### src/rtl/k_way_sorted_merge_defines.svh
// Assertion macros shared by the merge block.
`ifndef K_WAY_SORTED_MERGE_DEFINES_SVH
`define K_WAY_SORTED_MERGE_DEFINES_SVH

// Check that the consequent holds in the same cycle as the antecedent.
`define KWM_ASSERT_SAME(label, ante, cons, msg) \
    label: assert property (@(posedge aclk) disable iff (!aresetn) (ante) |-> (cons)) \
        else $error(msg);

// Check that the consequent holds in the cycle after the antecedent.
`define KWM_ASSERT_NEXT(label, ante, cons, msg) \
    label: assert property (@(posedge aclk) disable iff (!aresetn) (ante) |=> (cons)) \
        else $error(msg);

`endif

### src/rtl/kwm_pkg.sv
// ----------------------------------------------------------------------------
// kwm_pkg
// Types, sizes and codes shared by the sorted-list merge block.
// ----------------------------------------------------------------------------
package kwm_pkg;

    localparam int LISTS   = 8;
    localparam int DEPTH   = 64;
    localparam int LIST_W  = (LISTS > 1) ? $clog2(LISTS) : 1;
    localparam int DEPTH_W = (DEPTH > 1) ? $clog2(DEPTH) : 1;
    localparam int CNT_W   = $clog2(DEPTH + 1);
    localparam int NODES   = 2 ** LIST_W;
    localparam int ADDR_W  = LIST_W + DEPTH_W;
    localparam int MEM_WORDS = 2 ** ADDR_W;

    // Operation codes
    localparam logic [1:0] FUNC_LOAD  = 2'd0;
    localparam logic [1:0] FUNC_POP   = 2'd1;
    localparam logic [1:0] FUNC_CLEAR = 2'd2;
    localparam logic [1:0] FUNC_NOP   = 2'd3;

    // Status codes
    localparam logic [1:0] STAT_OK    = 2'd0;
    localparam logic [1:0] STAT_EMPTY = 2'd1;
    localparam logic [1:0] STAT_FULL  = 2'd2;
    localparam logic [1:0] STAT_ORDER = 2'd3;

    typedef struct packed {
        logic [1:0]         func;
        logic [2:0]         list_index;
        logic signed [31:0] value;
    } in_item_t;

    typedef struct packed {
        logic signed [31:0] out_value;
        logic [2:0]         source_list;
        logic [1:0]         status;
    } out_item_t;

    // Result of the head selection
    typedef struct packed {
        logic               found;
        logic [LIST_W-1:0]  idx;
        logic signed [31:0] value;
    } winner_t;

endpackage

### src/rtl/kwm_min_sel.sv
// ----------------------------------------------------------------------------
// kwm_min_sel
// Selects the smallest valid head over all lists with a balanced compare
// tree; on equal values the list with the higher index wins.
// ----------------------------------------------------------------------------
module kwm_min_sel (
    input  logic signed [31:0]       head_value [kwm_pkg::LISTS],
    input  logic [kwm_pkg::LISTS-1:0] head_valid,
    output kwm_pkg::winner_t         winner
);
    import kwm_pkg::*;

    winner_t node [2*NODES];

    // Pick the right-hand (higher index) side when it is not larger
    function automatic winner_t pick(input winner_t lo, input winner_t hi);
        winner_t r;
        if (hi.found && (!lo.found || hi.value <= lo.value)) begin
            r = hi;
        end else begin
            r = lo;
        end
        return r;
    endfunction

    // Build leaves, then reduce pairs level by level
    always_comb begin
        node[0] = '0;
        for (int i = 0; i < NODES; i++) begin
            if (i < LISTS) begin
                node[NODES+i].found = head_valid[i];
                node[NODES+i].idx   = LIST_W'(i);
                node[NODES+i].value = head_value[i];
            end else begin
                node[NODES+i] = '0;
            end
        end
        for (int i = NODES - 1; i >= 1; i--) begin
            node[i] = pick(node[2*i], node[2*i+1]);
        end
    end

    assign winner = node[1];

endmodule

### config.mk
export PLATFORM = sky130hd
export DESIGN_NAME = kwm_min_sel
export DESIGN_NICKNAME = d
export VERILOG_FILES = /design/src/rtl/k_way_sorted_merge_defines.svh /design/src/rtl/kwm_pkg.sv /design/src/rtl/kwm_min_sel.sv
export SDC_FILE = /design/constraint.sdc
export NUM_CORES = 1
export LEC_CHECK = 0
export ABC_AREA = 1
export BUFFER_PORTS_ARGS = -buffer_cell sky130_fd_sc_hd__buf_4
export CAP_MARGIN = 20
export CORE_ASPECT_RATIO = 1.75
export CORE_MARGIN = 3
export CORE_UTILIZATION = 50
export DETAILED_ROUTE_END_ITERATION = 8
export PLACE_DENSITY = 0.79
export SLEW_MARGIN = 40
export SYNTH_ARGS = -nofsm -noshare
export SYNTH_HDL_FRONTEND = slang
export SYNTH_SLANG_ARGS = --single-unit
export TNS_END_PERCENT = 100
### constraint.sdc
create_clock -name vclk -period 8.05
set_input_delay 1.61 -clock vclk [all_inputs]
set_output_delay 1.61 -clock vclk [all_outputs]
set_load 0.005 [all_outputs]
==> flow_metrics.py, run 1 <==
metrics = {
    "synth": {
        "synth_top_family_by_area": "simple AND/OR/NAND/NOR gates",
        "synth_cell_types": 36,
        "netlist_area_sq_um": 9910,
        "seq_area_frac_synth": 0,
        "synthXorXnorAreaFrac": 0,
        "yosys.area_share.adder": 0.283,
        "syn-instance-count": 1776,
        "synth-simple-area-share": 0.471,
        "synth.avg_cell_area_sq_um": 5.58,
        "syn_nets": 2264,
        "synthMuxAreaShare": 0,
        "yosysWarnings": 0,
        "synth_compound_area_frac": 0.0824,
    },
    "grt": {
        "grt_max_degree": 36,
        "track_usage": 0.770,
        "grt_overflow": 180,
    },
    "outcome": {
        "stop_error": "[ERROR GRT-0232] Routing congestion too high. Check the congestion heatmap in the GUI.",
        "status": "aborted with a tool error",
        "lastStage": "5_1_grt",
    },
    "timing": {
        "worstEndpointGrtRepair": "winner[23]",
        "timing.worst_endpoint.kind": "primary output",
    },
    "floorplanning": {
        "io_pins": 300,
        "initial_utilization": 0.514,
        "fp.dieW_um": 112,
        "std_cell_rows": 67,
        "die_height_um": 192,
    },
    "placed_design": {
        "gp_congestion": 1.00,
        "dp_hpwl_um": 35500,
        "portBuffers": 300,
    },
    "clock_network": {
        "cts_hold_buf": 0,
    },
}
-- cells in the mapped netlist --
cell type  instances  area, sq um
a211oi_1           1         7.51
a21o_1             7         52.6
a21oi_1          105          526
and2_1            64          400
and2b_1            1         7.51
buf_1              1         3.75
buf_12             1         20.0
buf_2             13         65.1
buf_4             15          113
buf_6             10          113
buf_8              3         45.0
clkbuf_1          15         56.3
ha_1             224         2800
inv_1            316         1190
inv_2              2         7.51
inv_6              1         8.76
nand2_1          562         2110
nand2_2           15         93.8
nand2_4            4         45.0
nand3_1          247         1240
nand3_2            3         30.0
nand3_4            1         17.5
nand3b_1          32          240
nand4_1           19          119
nand4_2            2         25.0
nor2_1            57          214
nor2_2             1         6.26
nor3_1             3         15.0
nor3_2             1         10.0
nor3b_2            3         37.5
nor4_1             1         6.26
nor4_2             2         25.0
o211ai_1           1         7.51
o21a_1            13         97.6
o21ai_0           25          125
or2_2              5         31.3
-- per-stage QoR --
step / area (sq um) / setup slack [ns] / cells / TNS [ns]
3_3_place_gp: 15800 / -1.02 / 2728 / -31.33
2_1_floorplan: 9910 / 0.227 / 1776 / 0
3_5_place_dp: 15800 / -1.08 / 2728 / -34.46
4_1_cts: 17400 / -0.737 / 2775 / -24.32
-- layer usage --
layer	track usage	GRT overflow
met2	0.985	113
met5	0.160	0
met4	0.882	66
met3	0.575	1
met1	0.713	0
-- logic make-up after synthesis --
| family | count (synthesis) |
|---|---|
| AND/OR/NAND/NOR | 1023 |
| adder cells (fa/ha/maj) | 224 |
| buffers and inverters | 377 |
| AO/OA/AOI/OAI | 152 |
-- what timing repair did --
action | in CTS
setup buffers | 38
endpoints found under the setup margin | 36
gates resized for setup | 236
pin swaps | 91
gates cloned | 9
==> inputs of run 2 (changes only) <==
- CORE_ASPECT_RATIO: 1.75 -> unset
- CORE_UTILIZATION: 50 -> 35
- PLACE_DENSITY: 0.79 -> unset
- PLACE_DENSITY_LB_ADDON: unset -> 0.15
- clock period: 8.05 -> 10.5 ns (I/O delays scaled with it)
==> flow_metrics.py, run 2 <==
metrics = {
    "grt": {
        "track_usage": 0.224,
        "grt_overflow": 0,
        "grt_max_degree": 36,
        "grt_pass1_wl_um": 56200,
        "antenna_found_initial": 1,
        "grt_pass1_vias": 11300,
    },
    "synth": {
        "synth_common_cells": "562 x nand2_1, 316 x inv_1, 247 x nand3_1",
        "synthTopCellsByArea": "ha_1 28%, nand2_1 21%, nand3_1 12%",
        "yosysWarnings": 0,
        "seq_area_frac_synth": 0,
        "synth_top_area_share": 0.283,
        "yosysMostFrequentCell": "nand2_1",
        "synth.avg_cell_area_sq_um": 5.58,
        "syn-instance-count": 1776,
        "syn_nets": 2264,
        "synth_top_cell_by_area": "ha_1",
        "synth_cell_types": 36,
        "netlist_area_sq_um": 9910,
    },
    "placed_design": {
        "portBuffers": 300,
        "place_ws_ns": -0.0488,
        "dp_hpwl_um": 31600,
        "gp_congestion": 0.960,
    },
    "drt": {
        "ant_nets": 0,
        "first_iter_violations": 714,
        "via_count": 11980,
        "route.detailed.drc": 0,
        "vias_per_cell": 4.96,
        "wirelength_um": 36500,
        "post_drt_wl_per_cell_um": 15.1,
        "dr.pass1.iters": 5,
    },
    "layout": {
        "layout_common_cells": "557 x nand2_1, 316 x inv_1, 314 x buf_4, 244 x nand3_1, 221 x ha_1",
        "final_net_count": 2535,
        "n_clock_buffer": 0,
        "fill_cells": 3017,
        "regArea_sq_um": 0,
        "diodes": 0,
        "layout_commonest_cell": "nand2_1",
        "area_growth_syn_to_layout_pct": 29.0,
        "drive_gt1_frac": 0.192,
        "seq_cells": 0,
    },
    "setup_path": {
        "cp_data_arrival_time_ns": 8.01,
        "slowest_delay_ns": 0.43,
        "critPathMaxFanout": 17,
        "start_kind": "input port",
        "required_ns": 8.40,
        "endpoint_kind": "output pin",
        "slowest_stage": "o21ai_0",
        "path_class": "in2out",
        "cpMostUsedCell": "nand2_1",
    },
    "floorplanning": {
        "io_pins": 300,
        "fp.dieW_um": 174,
        "initial_utilization": 0.362,
        "design.core.area_sq_um": 27400,
        "die_height_um": 174,
        "std_cell_rows": 60,
        "die_area_sq_um": 30400,
    },
    "timing": {
        "finalCritPeriodShare": 0.963,
        "hold_viol": 0,
        "maxSlewHeadroom": 0.653,
        "layout_min_cycle_time_ns": 10.11,
        "fin_ws_ns": 0.388,
        "clock.fmax_mhz": 98.9,
        "tightestPinTransition_ns": 0.520,
        "final_max_slew_viol_count": 0,
        "finalSetupViolCount": 0,
        "fin_hold_ws_ns": 4.69,
    },
    "clock_network": {
        "cts_hold_buf": 0,
    },
    "pwr": {
        "intPower_uw": 586,
        "p_leak_uw": 0.00789,
        "pwr-share-seq": 0,
        "pwr-share-comb": 1.000,
        "ir_worst_vdd_mv": 0.168,
        "swShare": 0.565,
        "p_switching_uw": 761,
        "powerDensity_nw_per_um2": 105,
        "finalPower_uw": 1350,
        "pwr-share-clk": 0,
    },
    "run": {
        "drv_cap": 0,
    },
    "min_path": {
        "min_path_type": "in2out",
    },
    "outcome": {
        "status": "finished clean",
    },
}
[run 2: cell counts after synthesis]
Identical to the previous run, type by type.
[run 2: metal layers]
metal,part of all wire,vias to the layer above,track usage
li1,-,6241,-
met4,0.013,2,0.0285
met2,0.48,376,0.397
met3,0.065,29,0.0238
met5,0.00036,-,0
met1,0.45,5332,0.299
[run 2: cell families (layout without fill, tap and decap cells)]
kind of cell | count (synthesis) | in the layout | share of synthesized area
and+or+nand+nor | 1023 | 1025 | 0.471
buffers and inverters | 377 | 644 | 0.163
adders and majority gates | 224 | 224 | 0.283
AOI/OAI and AO/OA | 152 | 152 | 0.0824
[run 2: repair_timing]
action,in CTS,in global routing
resized for setup,2,68
endpoints found under the setup margin,18,36
setup buffers,0,9
pin swaps,0,14
gates cloned,0,2
[run 2: metrics by stage]
step	cells	setup TNS, ns	utilization	instance area, sq um
6_report	2417	0	0.466	12800
2_1_floorplan	1776	0	-	9910
5_1_grt	2417	-0.0925	0.466	12800
3_5_place_dp	2406	-0.323	0.450	12300
4_1_cts	2406	0	0.451	12300
3_3_place_gp	2406	-0.590	0.450	12300
[run 2: path summary, 6_finish.rpt]
path / start / to / slack (ns) / cells past startpoint
worst min-delay path: head_value[101] / winner[5] / 4.69 / 6
worst max-delay path: head_value[63] / winner[33] / 0.39 / 38
[run 2: worst max-delay path, delay by kind of cell]
kind / cells / cell delay [ns]
simple gates: 28 / 3.84
fa+ha+maj: 3 / 0.89
buf+inv: 6 / 0.71
compound gates: 1 / 0.43
[run 2: area by class of cell]
cell class / instances / area, sq um / share of cell area
inverter: 319 / 1230 / 0.0966
multi-input combinational: 1401 / 8530 / 0.668
timing repair buffer: 325 / 2540 / 0.199
tap: 372 / 465 / 0.0364
[run 2: power groups by stage]
| stage | clock network (uW) | registers, uW | logic, uW |
|---|---|---|---|
| 4_1_cts | 0 | 0 | 1290 |
| 3_5_place_dp | 0 | 0 | 1280 |
| 2_1_floorplan | 0 | 0 | 784 |
| 6_report | 0 | 0 | 1350 |
| 5_1_grt | 0 | 0 | 1520 |
| 3_3_place_gp | 0 | 0 | 1270 |
Note: power is estimated with default switching activity, not from simulation.
